**config.mk**
```make
export PLATFORM = sky130hd
export DESIGN_NAME = rain_wheel_led_color_core_flat
export DESIGN_NICKNAME = d
export VERILOG_FILES = /design/src/rtl/rwlc_pkg.sv /design/src/rtl/rwlc_pix_if.sv /design/src/rtl/rwlc_color_if.sv /design/src/rtl/rwlc_cfg_if.sv /design/src/rtl/rwlc_datapath.sv /design/src/rtl/rain_wheel_led_color_core.sv /design/src/flat_wrapper.sv
export SDC_FILE = /design/constraint.sdc
export NUM_CORES = 1
export LEC_CHECK = 0
export BUFFER_PORTS_ARGS = -buffer_cell sky130_fd_sc_hd__buf_2
export CORE_AREA = 2 2 175 211
export DETAILED_ROUTE_END_ITERATION = 10
export DIE_AREA = 0 0 177 213
export PLACE_DENSITY = 0.5
export SYNTH_ARGS = -nofsm -noshare
export SYNTH_HDL_FRONTEND = slang
export SYNTH_SLANG_ARGS = --single-unit
```
**constraint.sdc**
```tcl
create_clock -name clk -period 9.2 [get_ports clk]
set_input_delay 0.92 -clock clk [delete_from_list [all_inputs] [get_ports clk]]
set_output_delay 0.92 -clock clk [all_outputs]
set_load 0.005 [all_outputs]
```
**src/rtl/rwlc_pkg.sv**
```systemverilog
// Shared types, constants and divide helpers for the rain wheel LED color block.
`timescale 1ns / 1ps

package rwlc_pkg;

    // Field widths
    localparam int LED_W   = 7;
    localparam int HOUR_W  = 4;
    localparam int MIN_W   = 6;
    localparam int SEC_W   = 6;
    localparam int HUND_W  = 7;
    localparam int LEVEL_W = 8;

    // Ring geometry
    localparam logic [6:0]  INNER_COUNT = 7'd24;   // LEDs 0..23 are the inner ring
    localparam logic [5:0]  HOUR_WRAP   = 6'd12;   // hour position that folds back to 0
    localparam logic [6:0]  BOTTOM_POS  = 7'd30;   // bottom LED of the outer ring

    // Inner ramp
    localparam logic [10:0] RAMP_BASE   = 11'd480;
    localparam logic [10:0] RAMP_PERIOD = 11'd240;
    localparam logic [7:0]  RAMP_RISE   = 8'd80;
    localparam logic [7:0]  RAMP_FALL   = 8'd160;
    localparam logic [7:0]  SCALE_MIN   = 8'd8;

    // Top LED: 5*b/15 == b/3
    localparam logic [6:0]  TOP_FACTOR  = 7'd5;

    // Reciprocal multipliers, exact over the ranges used here
    localparam logic [15:0] DIV5_MUL    = 16'd52429;   // ceil(2^18 / 5)
    localparam logic [15:0] DIV15_MUL   = 16'd34953;   // ceil(2^19 / 15)

    localparam logic [7:0]  BRIGHT_RESET = 8'd128;

    // Color class of one LED, decided in the classify stage
    typedef enum logic [2:0] {
        CLS_HOUR,
        CLS_RAMP,
        CLS_MINUTE,
        CLS_TOP,
        CLS_BOTTOM,
        CLS_SIDE
    } cls_t;

    // x / 5 for x < 2^18 (x is 11 bits here)
    function automatic logic [8:0] div5(input logic [10:0] x);
        logic [26:0] prod;
        prod = 27'(x) * 27'(DIV5_MUL);
        return prod[26:18];
    endfunction

    // x / 15 for x < 2^15, when the quotient fits in 8 bits
    function automatic logic [7:0] div15(input logic [14:0] x);
        logic [30:0] prod;
        prod = 31'(x) * 31'(DIV15_MUL);
        return prod[26:19];
    endfunction

endpackage

```
**src/rtl/rwlc_pix_if.sv**
```systemverilog
// Input channel: one LED index plus the current time per word.
`timescale 1ns / 1ps

interface rwlc_pix_if;
    logic       valid;
    logic       ready;
    logic [6:0] led_index;
    logic [3:0] hour_now;
    logic [5:0] minute_now;
    logic [5:0] second_now;
    logic [6:0] hundredths_now;

    modport source (output valid, led_index, hour_now, minute_now, second_now,
                    hundredths_now, input ready);
    modport sink   (input valid, led_index, hour_now, minute_now, second_now,
                    hundredths_now, output ready);
endinterface

```
**src/rtl/rwlc_color_if.sv**
```systemverilog
// Output channel: one RGB color per word.
`timescale 1ns / 1ps

interface rwlc_color_if;
    logic       valid;
    logic       ready;
    logic [7:0] red_level;
    logic [7:0] green_level;
    logic [7:0] blue_level;

    modport source (output valid, red_level, green_level, blue_level, input ready);
    modport sink   (input valid, red_level, green_level, blue_level, output ready);
endinterface

```
**src/rtl/rwlc_cfg_if.sv**
```systemverilog
// Configuration write channel: brightness register data.
`timescale 1ns / 1ps

interface rwlc_cfg_if;
    logic       valid;
    logic       ready;
    logic [7:0] brightness_level;

    modport source (output valid, brightness_level, input ready);
    modport sink   (input valid, brightness_level, output ready);
endinterface

```
**src/rtl/rwlc_datapath.sv**
```systemverilog
// Four-register color datapath: input, classify, multiply, divide and output.
`timescale 1ns / 1ps

module rwlc_datapath (
    input  logic       clk,
    input  logic       en,
    input  logic [6:0] led_index,
    input  logic [3:0] hour_now,
    input  logic [5:0] minute_now,
    input  logic [5:0] second_now,
    input  logic [6:0] hundredths_now,
    input  logic [7:0] brightness,
    output logic [7:0] red_level,
    output logic [7:0] green_level,
    output logic [7:0] blue_level
);

    // Stage 1: input register
    logic [6:0] led_reg;
    logic [3:0] hour_reg;
    logic [5:0] minute_reg;
    logic [5:0] second_reg;
    logic [6:0] hund_reg;

    // Stage 2: class, floor and multiplier factor
    rwlc_pkg::cls_t cls2_reg, cls2_next;
    logic [1:0]     floor2_reg, floor2_next;
    logic [6:0]     factor_reg, factor_next;

    // Stage 3: class, floor and product
    rwlc_pkg::cls_t cls3_reg;
    logic [1:0]     floor3_reg;
    logic [14:0]    prod_reg, prod_next;

    // Output register
    logic [7:0] red_reg, red_next;
    logic [7:0] green_reg, green_next;
    logic [7:0] blue_reg, blue_next;

    // Stage 1 intermediates
    logic        inner;
    logic [6:0]  led_p1;
    logic [5:0]  hour_pos;
    logic [5:0]  hour_pos_w;
    logic        hour_hit;
    logic [10:0] hund_x12;
    logic [8:0]  ramp_shift;
    logic [10:0] led_x10;
    logic [10:0] ramp_sum;
    logic [10:0] ramp_mod;
    logic [7:0]  ramp_pos;
    logic [6:0]  ramp_num;
    logic [6:0]  outer_pos;
    logic [8:0]  fall_step;
    logic [1:0]  side_step;
    logic [6:0]  side_factor;

    // Stage 2/3 intermediates
    logic        is_ramp2;
    logic [7:0]  scale;
    logic [7:0]  mul_a;
    logic [14:0] dividend;
    logic [7:0]  quot;
    logic [7:0]  floor_lvl;
    logic [7:0]  min_white;

    // Input register
    always_ff @(posedge clk)
    begin
        if (en)
        begin
            led_reg    <= led_index;
            hour_reg   <= hour_now;
            minute_reg <= minute_now;
            second_reg <= second_now;
            hund_reg   <= hundredths_now;
        end
    end

    // Classify the LED and work out the ramp position
    always_comb
    begin
        inner      = led_reg < rwlc_pkg::INNER_COUNT;
        led_p1     = led_reg + 7'd1;
        hour_pos   = led_p1[6:1];
        hour_pos_w = (hour_pos == rwlc_pkg::HOUR_WRAP) ? 6'd0 : hour_pos;
        hour_hit   = hour_pos_w == {2'b00, hour_reg};

        // ramp position = (480 + 10*led - 24*hund/10) mod 240
        hund_x12   = ({4'b0000, hund_reg} << 3) + ({4'b0000, hund_reg} << 2);
        ramp_shift = rwlc_pkg::div5(hund_x12);
        led_x10    = ({4'b0000, led_reg} << 3) + ({4'b0000, led_reg} << 1);
        ramp_sum   = rwlc_pkg::RAMP_BASE + led_x10 - {2'b00, ramp_shift};
        if (ramp_sum >= rwlc_pkg::RAMP_BASE)
            ramp_mod = ramp_sum - rwlc_pkg::RAMP_BASE;
        else if (ramp_sum >= rwlc_pkg::RAMP_PERIOD)
            ramp_mod = ramp_sum - rwlc_pkg::RAMP_PERIOD;
        else
            ramp_mod = ramp_sum;
        ramp_pos = ramp_mod[7:0];

        // rising edge, falling edge, or dark tail (zero lifts to the floor of 1)
        if (ramp_pos < rwlc_pkg::RAMP_RISE)
            ramp_num = ramp_pos[6:0];
        else if (ramp_pos < rwlc_pkg::RAMP_FALL)
            ramp_num = 7'(rwlc_pkg::RAMP_FALL - ramp_pos);
        else
            ramp_num = 7'd0;

        // outer ring: four-step pattern, direction depends on the side
        outer_pos = led_reg - rwlc_pkg::INNER_COUNT;
        fall_step = rwlc_pkg::div5({4'b0000, hund_reg});
        if (outer_pos < rwlc_pkg::BOTTOM_POS)
            side_step = outer_pos[1:0] - fall_step[1:0];
        else
            side_step = outer_pos[1:0] + fall_step[1:0];
        side_factor = {5'b00000, side_step} + 7'd1;

        floor2_next = (outer_pos == {1'b0, second_reg}) ? 2'd2 : 2'd1;

        if (inner)
        begin
            cls2_next   = hour_hit ? rwlc_pkg::CLS_HOUR : rwlc_pkg::CLS_RAMP;
            factor_next = ramp_num;
        end
        else if (outer_pos == {1'b0, minute_reg})
        begin
            cls2_next   = rwlc_pkg::CLS_MINUTE;
            factor_next = side_factor;
        end
        else if (outer_pos == 7'd0)
        begin
            cls2_next   = rwlc_pkg::CLS_TOP;
            factor_next = rwlc_pkg::TOP_FACTOR;
        end
        else if (outer_pos == rwlc_pkg::BOTTOM_POS)
        begin
            cls2_next   = rwlc_pkg::CLS_BOTTOM;
            factor_next = side_factor;
        end
        else
        begin
            cls2_next   = rwlc_pkg::CLS_SIDE;
            factor_next = side_factor;
        end
    end

    always_ff @(posedge clk)
    begin
        if (en)
        begin
            cls2_reg   <= cls2_next;
            floor2_reg <= floor2_next;
            factor_reg <= factor_next;
        end
    end

    // Shared multiplier: ramp uses max(8,b), the outer ring uses b
    always_comb
    begin
        is_ramp2  = cls2_reg == rwlc_pkg::CLS_RAMP;
        scale     = (brightness > rwlc_pkg::SCALE_MIN) ? brightness : rwlc_pkg::SCALE_MIN;
        mul_a     = is_ramp2 ? scale : brightness;
        prod_next = 15'({7'b0000000, mul_a} * {8'b00000000, factor_reg});
    end

    always_ff @(posedge clk)
    begin
        if (en)
        begin
            cls3_reg   <= cls2_reg;
            floor3_reg <= floor2_reg;
            prod_reg   <= prod_next;
        end
    end

    // Divide by 240 (ramp) or 15 (outer ring) and apply the floors
    always_comb
    begin
        dividend  = (cls3_reg == rwlc_pkg::CLS_RAMP) ? {4'b0000, prod_reg[14:4]} : prod_reg;
        quot      = rwlc_pkg::div15(dividend);
        floor_lvl = {6'b000000, floor3_reg};
        min_white = (brightness == 8'd0) ? 8'd1 : brightness;

        red_next   = 8'd0;
        green_next = 8'd0;
        blue_next  = 8'd0;
        unique case (cls3_reg) inside
            rwlc_pkg::CLS_HOUR:
            begin
                red_next   = brightness;
                green_next = brightness;
                blue_next  = brightness;
            end
            rwlc_pkg::CLS_MINUTE:
            begin
                red_next   = min_white;
                green_next = min_white;
                blue_next  = min_white;
            end
            rwlc_pkg::CLS_RAMP:
                blue_next = (quot == 8'd0) ? 8'd1 : quot;
            rwlc_pkg::CLS_BOTTOM:
                blue_next = floor_lvl;
            rwlc_pkg::CLS_TOP, rwlc_pkg::CLS_SIDE:
                blue_next = (quot > floor_lvl) ? quot : floor_lvl;
            default:
                blue_next = 8'd0;
        endcase
    end

    always_ff @(posedge clk)
    begin
        if (en)
        begin
            red_reg   <= red_next;
            green_reg <= green_next;
            blue_reg  <= blue_next;
        end
    end

    assign red_level   = red_reg;
    assign green_level = green_reg;
    assign blue_level  = blue_reg;

endmodule

```
**src/rtl/rain_wheel_led_color_core.sv**
```systemverilog
// Top level of the rain wheel LED color block: channels, brightness register, stage valids.
//
// Usage:
//   pixel carries one word per LED: led_index and the current hour, minute,
//   second and hundredths. color returns one word per accepted pixel word:
//   red_level, green_level and blue_level, in the same order.
//   cfg writes the brightness register; it is always ready and should only
//   be written while no pixel word is in flight.
// Timing:
//   Four register stages (input, classify, multiply, divide/output); a
//   color word moves through them in that order once its pixel word is
//   accepted, and shows on color when it reaches the output register.
//   One word per cycle is accepted and delivered for as long as color.ready
//   stays high; each stage holds one word and passes it on as the pipeline advances.
// Stall:
//   When the output word is held (color.valid high, color.ready low) the
//   whole pipeline freezes and pixel.ready drops in the same cycle; nothing
//   is lost or repeated.
// Reset:
//   rst_n clears all stage valid bits and sets brightness to 128.
`timescale 1ns / 1ps

module rain_wheel_led_color_core (
    input  logic          clk,
    input  logic          rst_n,
    rwlc_pix_if.sink      pixel,
    rwlc_color_if.source  color,
    rwlc_cfg_if.sink      cfg
);

    logic [7:0] bright_reg;
    logic [3:0] stage_valid_reg, stage_valid_next;
    logic       advance;

    // Brightness register
    always_ff @(posedge clk or negedge rst_n)
    begin
        if (!rst_n)
            bright_reg <= rwlc_pkg::BRIGHT_RESET;
        else if (cfg.valid && cfg.ready)
            bright_reg <= cfg.brightness_level;
    end

    assign cfg.ready = 1'b1;

    // Pipeline moves whenever the output word is empty or being taken
    assign advance          = !stage_valid_reg[3] || color.ready;
    assign stage_valid_next = {stage_valid_reg[2:0], pixel.valid};

    always_ff @(posedge clk or negedge rst_n)
    begin
        if (!rst_n)
            stage_valid_reg <= 4'b0000;
        else if (advance)
            stage_valid_reg <= stage_valid_next;
    end

    assign pixel.ready = advance;
    assign color.valid = stage_valid_reg[3];

    rwlc_datapath u_datapath (
        .clk            (clk),
        .en             (advance),
        .led_index      (pixel.led_index),
        .hour_now       (pixel.hour_now),
        .minute_now     (pixel.minute_now),
        .second_now     (pixel.second_now),
        .hundredths_now (pixel.hundredths_now),
        .brightness     (bright_reg),
        .red_level      (color.red_level),
        .green_level    (color.green_level),
        .blue_level     (color.blue_level)
    );

endmodule

```
**src/flat_wrapper.sv**
```systemverilog
// flat-port wrapper written by rule: the top's interface ports become plain ports
module rain_wheel_led_color_core_flat 
  (clk, rst_n, pixel_valid, pixel_led_index, pixel_hour_now, pixel_minute_now, pixel_second_now, pixel_hundredths_now, pixel_ready, color_valid, color_red_level, color_green_level, color_blue_level, color_ready, cfg_valid, cfg_brightness_level, cfg_ready);
  rwlc_pix_if pixel_i ();
  rwlc_color_if color_i ();
  rwlc_cfg_if cfg_i ();
  input  logic clk;
  input  logic rst_n;
  input wire logic [$bits(pixel_i.valid)-1:0] pixel_valid;
  input wire logic [$bits(pixel_i.led_index)-1:0] pixel_led_index;
  input wire logic [$bits(pixel_i.hour_now)-1:0] pixel_hour_now;
  input wire logic [$bits(pixel_i.minute_now)-1:0] pixel_minute_now;
  input wire logic [$bits(pixel_i.second_now)-1:0] pixel_second_now;
  input wire logic [$bits(pixel_i.hundredths_now)-1:0] pixel_hundredths_now;
  output wire logic [$bits(pixel_i.ready)-1:0] pixel_ready;
  output wire logic [$bits(color_i.valid)-1:0] color_valid;
  output wire logic [$bits(color_i.red_level)-1:0] color_red_level;
  output wire logic [$bits(color_i.green_level)-1:0] color_green_level;
  output wire logic [$bits(color_i.blue_level)-1:0] color_blue_level;
  input wire logic [$bits(color_i.ready)-1:0] color_ready;
  input wire logic [$bits(cfg_i.valid)-1:0] cfg_valid;
  input wire logic [$bits(cfg_i.brightness_level)-1:0] cfg_brightness_level;
  output wire logic [$bits(cfg_i.ready)-1:0] cfg_ready;
  assign pixel_i.valid = pixel_valid;
  assign pixel_i.led_index = pixel_led_index;
  assign pixel_i.hour_now = pixel_hour_now;
  assign pixel_i.minute_now = pixel_minute_now;
  assign pixel_i.second_now = pixel_second_now;
  assign pixel_i.hundredths_now = pixel_hundredths_now;
  assign pixel_ready = pixel_i.ready;
  assign color_valid = color_i.valid;
  assign color_red_level = color_i.red_level;
  assign color_green_level = color_i.green_level;
  assign color_blue_level = color_i.blue_level;
  assign color_i.ready = color_ready;
  assign cfg_i.valid = cfg_valid;
  assign cfg_i.brightness_level = cfg_brightness_level;
  assign cfg_ready = cfg_i.ready;
  rain_wheel_led_color_core u_core (.clk(clk), .rst_n(rst_n), .pixel(pixel_i), .color(color_i), .cfg(cfg_i));
endmodule
```
## Yosys cells after proc, flatten, opt, wreduce, memory -nomap -nowiden

Index checks and enable logic that the tools add are counted.
Widths: inputs -> output; s select.

- Register bits after elaboration: 90
- Input bits: 43
- Output and inout port bits: 27
- Word-level logic and storage cells: 80

- Add/subtract/negate cells: 12
- Multipliers: 4
- $lt $le $gt $ge: 8
- Equality and inequality tests: 11
- Muxes and demuxes: 23
- Reductions and logical operators: 7

Operators by type and width:

| operator | number |
|---|---|
| $mux 8 | 7 |
| $pmux 8 s5 | 1 |
| $mul 11x16->27 const B | 1 |
| $mul 15x16->27 const B | 1 |
| $mux 7 | 3 |
| $mul 7x16->20 const B | 1 |
| $logic_not 8->1 | 2 |
| $pmux 8 s2 | 1 |
| $sub 8x8->8 const B | 2 |
| $mul 8x7->15 | 1 |
| $mux 15 | 1 |
| $mux 3 | 5 |
| $eq 7x6->1 | 2 |
| $lt 7x5->1 const B | 2 |
| $add 10x8->11 | 1 |
| $add 10x9->11 | 1 |
| $add 9x11->11 const A | 1 |
| $ge 11x8->1 const B | 1 |
| $ge 11x9->1 const B | 1 |
| $sub 11x9->11 | 1 |
| $gt 8x2->1 | 1 |
| $gt 8x4->1 const B | 1 |
| $lt 8x7->1 const B | 1 |
| $lt 8x8->1 const B | 1 |
| other kinds (20) | 25 |

## Longest topological paths before layout

- Depth after elaboration: 10
- Depth in mapped cells: 40
- Gate-level depth less buffers: 40

## Hierarchy

Synthesis repeated with hierarchy kept, for this count alone.

- Cells, all modules: 1,112
- Area, all modules: 11,592.4 sq um

By module, submodules not included:

| module | instances | cells each | area each (sq um) | seq. area each (sq um) |
|---|---|---|---|---|
| rwlc_datapath | 1 | 1,084 | 11,111.9 | 2,342.2 |
| rain_wheel_led_color_core | 1 | 28 | 480.5 | 301.5 |

## Least setup slack after synthesis

No wires, ideal clock.

- Kind: register -> register
- Start: register u_core.u_datapath.hund_reg[0]
- End: register u_core.u_datapath.factor_reg[2] (data pin)
- Data arrival time: 9,511 ps
- Setup slack: -565 ps
- Cell stages (with the launch flop): 41
- Buffers on the path: 0
- Period minus slack after synthesis: 9,765 ps
- Cells stage by stage: edfxtp_1 > ha_1 > fa_1 > a21oi_1 > nor2_1 > nor2_1 > o21ai_0 > xnor2_1 > and2_1 > nor2_1 > inv_1 > fa_1 > fa_1 > fa_1 > inv_1 > ha_1 > ha_1 > a21oi_1 > [5 not listed] > o21a_1 > o21a_1 > nor2_1 > xnor2_1 > ha_1 > inv_1 > ha_1 > ha_1 > nor3b_1 > a311o_1 > a311oi_2 > or3b_1 > or3b_1 > o211a_2 > inv_2 > nor2_1 > a221o_1 > a21o_1

- Cells in the longest elaborated chain, start to end: 10
- Elaborated cells between the ends (all ways): 22

Ends and longest elaborated chain:

| item | line | RTL |
|---|---|---|
| start, declared | rwlc_datapath.sv:23 | `logic [6:0] hund_reg;` |
| start signal, assigned | rwlc_datapath.sv:76 | `hund_reg <= hundredths_now;` |
| $add 10x9->11 | rwlc_datapath.sv:90 | `hund_x12 = ({4'b0000, hund_reg} << 3) + ({4'b0000, hund_reg} << 2);` |
| $mul 11x16->27 | rwlc_pkg.sv:48 | `prod = 27'(x) * 27'(DIV5_MUL);` |
| $sub 11x9->11 | rwlc_datapath.sv:93 | `ramp_sum = rwlc_pkg::RAMP_BASE + led_x10 - {2'b00, ramp_shift};` |
| $ge 11x8->1 or $sub 8x8->8 (tied branches) | rwlc_datapath.sv:96, rwlc_datapath.sv:97 |  |
| $mux 8 | rwlc_datapath.sv:96 | `else if (ramp_sum >= rwlc_pkg::RAMP_PERIOD)` |
| $mux 8 | rwlc_datapath.sv:94 | `if (ramp_sum >= rwlc_pkg::RAMP_BASE)` |
| $sub 6x7->7 or $lt 8x8->1 (tied branches) | rwlc_datapath.sv:106, rwlc_datapath.sv:105 |  |
| $mux 7 | rwlc_datapath.sv:105 | `else if (ramp_pos < rwlc_pkg::RAMP_FALL)` |
| $mux 7 | rwlc_datapath.sv:103 | `if (ramp_pos < rwlc_pkg::RAMP_RISE)` |
| $mux 7 (*) | rwlc_datapath.sv:121 | `if (inner)` |
| named net u_core.u_datapath.factor_next[2] | rwlc_datapath.sv:28 | `logic [6:0] factor_reg, factor_next;` |
| end signal, assigned | rwlc_datapath.sv:154 | `factor_reg <= factor_next;` |
| end, declared | rwlc_datapath.sv:28 |  |

Mark *: on every way through the listed nets, which the timed path passes. The rest lies on a longest branch.
A chain may end at the register's enable or synchronous reset.

## Worst setup path after layout

- Start: register u_core.u_datapath.hund_reg[1]
- End: register u_core.u_datapath.factor_reg[2] (data pin)

The elaborated chain is that of the path after synthesis.

==> results.md <==
Floorplan:
- The die covers 0.0377 mm2.
- In this run the standard cell core region covers ~0.036 mm2.
- The number of top-level pins is 70.
- The die is around 210 um tall.
- In this run the horizontal extent of the chip is around 180 um.
- Once the floorplan was initialized, standard cells occupied about 34% of the core.
- The count of standard-cell rows is 76.

Placement:
- After detailed placement, the design holds a cell count of between 1.5k and 2k.
- The routability congestion estimate from global placement is between 0.8 and 0.9.
- The count of buffers added on input and output ports is 68.
- The total cell area at the placement stage is approximately 0.013 mm2.
- The half-perimeter wire length after placement is ~23000 um.

Synth:
- Among all flip-flop cells after synthesis, the most frequent one is sky130_fd_sc_hd__edfxtp_1.
- Counting flops with an async set or reset pin after synthesis yields a share of 13.3%.
- The number of enable-type register cells in the synthesized netlist is 78.
- In this run the cell area of the synthesized design comes to around 0.012 mm2.
- The number of synthesis warnings is 0.
- Summing the sequential cell areas from Yosys gives approximately 22% of the chip area.
- Yosys mapped the design onto 80 distinct sky130hd cell types.
- The post-synthesis share of cell area spent on full adders, half adders and majority gates is 40.8%.
- In the synthesized netlist, mux cells make up ~1.9% of the area.
- The main combinational cell family by area after synthesis is adder cells.
- The simple-gate share of the synthesized area is about an eighth.
- In the synthesized netlist, the number of instances is ~1.2k.
- The synthesized netlist devotes under 10% of its cell area to compound gates.
- A synthesized cell averages roughly 10 um2.
- The register bit total from synthesis is 90.
- When the netlist entered floorplanning its net count stood at roughly 1.6k.
- The XOR/XNOR share of the synthesized area is 5.12%.

Route:
- Across all layers, the routed design uses 8770 vias.
- Once detail routing completed, the nets flagged for antenna violations numbered 0.
- The detail-routed via count per cell is 4.86.
- The final routed wirelength across all metal layers is about 27000 um.
- The total iterations of the first detailed-routing run is 4.
- The count of unresolved DRC violations after routing is 0.
- The first-iteration detailed-routing DRC count is ~340.
- The average routed wire per standard cell is between 15 and 20 um.

Timing:
- The total count of max-transition violations in the final report is 0.
- For the final database, setup skew stands at ~0.013 ns.
- Measured against its own limit, the worst slew margin works out to 54.1%.
- Setup repair after global routing could not meet its margin everywhere.
- The number of endpoints with negative hold slack in the final report is 0.
- The worst path setup slack after routing is -0.0800 ns.
- Of the available clock period, the critical path in the final layout requires 101%.
- The final setup violation count is 3.
- The highest clock rate is between 100 and 150 MHz.
- The routed design could run at a clock period as short as between 9 and 10 ns.
- The slew at the pin closest to its max-slew limit is between 0.6 and 0.7 ns.

Clocking:
- The clock latency on the worst-skew pair is approximately 0.36 ns.
- The clock tree from TritonCTS is done.
- Counting the buffers created by CTS gives 9.
- The clock-pin slew of the registers on the worst-case setup and hold paths is 0.07 ns.
- Clock tree synthesis found a total of 90 sinks.
- The largest buffer count on any clock path is 2.
- The H-tree was split into 3 levels.
- The number of buffers added to fix hold violations after cts is 0.
- The tree is rooted in a sky130_fd_sc_hd__clkbuf_16.

Global route:
- Entering global routing, the biggest net connects 50 pins.
- The total congestion overflow after global routing is 0.
- The global-route track usage on met1 is 17.7%.
- The number of antenna violations at the first check in global routing is 0.
- The layer with the highest usage after global routing is met2.
- The met2 capacity usage during global routing is about 29%.
- The number of global-route vias before repair is roughly 9.1k.
- For met3 alone, demand over resource in global routing was 1.03%.
- The first global-routing pass estimated approximately 45000 um of wire.
- In the global route stage, overall resource usage came out at between 10% and 20%.

Layout:
- The area added between synthesis and finish is 18.8%.
- The count of cells in the finished layout, fillers not included, comes to 1803.
- The post-route standard cell area excluding fillers is 0.0142 mm2.
- The number of diodes is 0.
- After the last flow step, the layout net total stands at 1709.
- In the final layout, the share of cells above drive strength 1 is 21.5%.
- The number of flip-flops under the largest register name is 15.

Flow run:
- Max-cap violations in this run came to 0.

Worst setup path:
- Along the worst path, the maximum fanout reaches 6.
- The number of buffers and inverters on the critical path is 4.
- At the worst endpoint, the arrival time is approximately 9.4 ns.
- In this design, the largest share of critical-path delay is due to adder cells.
- The slowest cell on the critical path is sky130_fd_sc_hd__fa_1.
- The data required time of the worst path is ~9.3 ns.
- The start-to-end type of the worst setup path is register to register.
- On the worst path, the slowest cell contributes a delay of approximately 0.56 ns.
- The worst setup path is captured at a register.
- Among the stages of the critical path, the cell type that occurs most often is sky130_fd_sc_hd__o21a_1.
- The worst setup path is launched from a register.

Worst hold path:
- In this run the worst hold path is classified as register to register.

Outcome:
- The flow ran to the end, but the final reports show violations.
- The checks that failed: setup timing.
==> through the flow <==
step / setup TNS (ns) / hold slack [ns] / util [%] / worst slack, ns
6_report: -0.114 / 0.423 / 39.9 / -0.0800
4_1_cts: -0.0558 / 0.427 / 38.7 / -0.0521
3_3_place_gp: -0.292 / 0.403 / 37.4 / -0.0987
3_5_place_dp: -1.17 / 0.411 / 37.4 / -0.270
5_1_grt: -2.13 / 0.443 / 39.9 / -0.407
2_1_floorplan: -0.0468 / 0.400 / - / -0.0468
==> logic make-up (layout without fill, tap and decap cells) <==
logic type | after synthesis | in the layout
and+or+nand+nor | 288 | 288
other | 1 | 1
xor gates and xnor gates | 70 | 70
muxes | 20 | 20
adders and majority gates | 336 | 336
DFF | 90 | 90
AOI/OAI and AO/OA | 160 | 160
buffers and inverters | 229 | 370
==> area by class of cell <==
type                       instances  area [um2]
tap                              468         586
timing repair buffer             156        1010
clock buffer                      10         229
multi-input combinational        875        8930
sequential                        90        2640
fill                            3577       21400
inverter                         198         743
clock inverter                     6        72.6
==> cells in the final DEF, fill, tap and decap left out, types with 7 or more instances in the layout <==
master	instances
sky130_fd_sc_hd__and3_1	16
sky130_fd_sc_hd__nor2_1	37
sky130_fd_sc_hd__xor2_1	22
sky130_fd_sc_hd__inv_2	9
sky130_fd_sc_hd__inv_1	189
sky130_fd_sc_hd__nor2b_1	7
sky130_fd_sc_hd__mux2_2	11
sky130_fd_sc_hd__buf_4	86
sky130_fd_sc_hd__o21ai_0	12
sky130_fd_sc_hd__xnor2_1	43
sky130_fd_sc_hd__a21oi_2	8
sky130_fd_sc_hd__buf_2	68
sky130_fd_sc_hd__clkbuf_16	9
sky130_fd_sc_hd__nor3_1	16
sky130_fd_sc_hd__and2_1	27
sky130_fd_sc_hd__a21oi_1	35
sky130_fd_sc_hd__a21o_1	20
sky130_fd_sc_hd__edfxtp_1	78
sky130_fd_sc_hd__dfrtp_1	11
sky130_fd_sc_hd__ha_4	18
sky130_fd_sc_hd__a31oi_1	11
sky130_fd_sc_hd__ha_1	225
sky130_fd_sc_hd__fa_1	87
sky130_fd_sc_hd__nand3_1	19
sky130_fd_sc_hd__or3_1	10
sky130_fd_sc_hd__nand2_1	82
==> layer usage <==
layer / vias up / share of wire (%)
li1: 4379 / -
met1: 4245 / 42
met2: 114 / 54
met3: 32 / 1.9
met4: 0 / 2.1
met5: - / 0
==> worst register-to-register path: cells and delay by family (launching register included) <==
| kind | cells | cell delay [ns] |
|---|---|---|
| compound gates | 13 | 2.82 |
| xor+xnor | 2 | 0.29 |
| buf+inv | 4 | 0.31 |
| simple gates | 8 | 1.43 |
| fa+ha+maj | 11 | 3.71 |
| flops | 1 | 0.49 |
==> Yosys cell counts (10+ instances only) <==
library cell,number,area (um2)
sky130_fd_sc_hd__a21o_1,20,150
sky130_fd_sc_hd__a21oi_1,42,210
sky130_fd_sc_hd__a31oi_1,11,68.8
sky130_fd_sc_hd__and2_1,28,175
sky130_fd_sc_hd__and3_1,17,106
sky130_fd_sc_hd__buf_4,10,75.1
sky130_fd_sc_hd__clkbuf_1,16,60.1
sky130_fd_sc_hd__dfrtp_1,11,275
sky130_fd_sc_hd__edfxtp_1,78,2340
sky130_fd_sc_hd__fa_1,91,1820
sky130_fd_sc_hd__ha_1,245,3070
sky130_fd_sc_hd__inv_1,195,732
sky130_fd_sc_hd__mux2_2,11,124
sky130_fd_sc_hd__nand2_1,83,312
sky130_fd_sc_hd__nand3_1,21,105
sky130_fd_sc_hd__nor2_1,42,158
sky130_fd_sc_hd__nor3_1,20,100
sky130_fd_sc_hd__o21ai_0,17,85.1
sky130_fd_sc_hd__or3_1,10,62.6
sky130_fd_sc_hd__xnor2_1,47,412
sky130_fd_sc_hd__xor2_1,23,201
==> timing repair <==
action | in CTS | in global routing
pin swaps | 18 | 36
resized for setup | 12 | 57
buffers inserted | 9 | 15
endpoints found under the setup margin | 6 | 7
==> path summary, 6_finish.rpt <==
| path | slack [ns] | startpoint | endpoint | cells after the start |
|---|---|---|---|---|
| max | -0.08 | u_core.u_datapath.hund_reg[1] | u_core.u_datapath.factor_reg[2] | 38 |
| min | 0.42 | u_core.u_datapath.floor2_reg[0] | u_core.u_datapath.floor3_reg[0] | 0 |
| max reg2reg | -0.08 | u_core.u_datapath.hund_reg[1] | u_core.u_datapath.factor_reg[2] | 38 |
| min reg2reg | 0.42 | u_core.u_datapath.floor2_reg[0] | u_core.u_datapath.floor3_reg[0] | 0 |
| max in group asynchronous | 8.47 | rst_n | u_core.bright_reg[7] | 1 |
| min in group asynchronous | 0.44 | rst_n | u_core.bright_reg[4] | 1 |
Power is not shown: default switching activity piles up to over one toggle a cycle in this logic, so the estimate is an artifact.
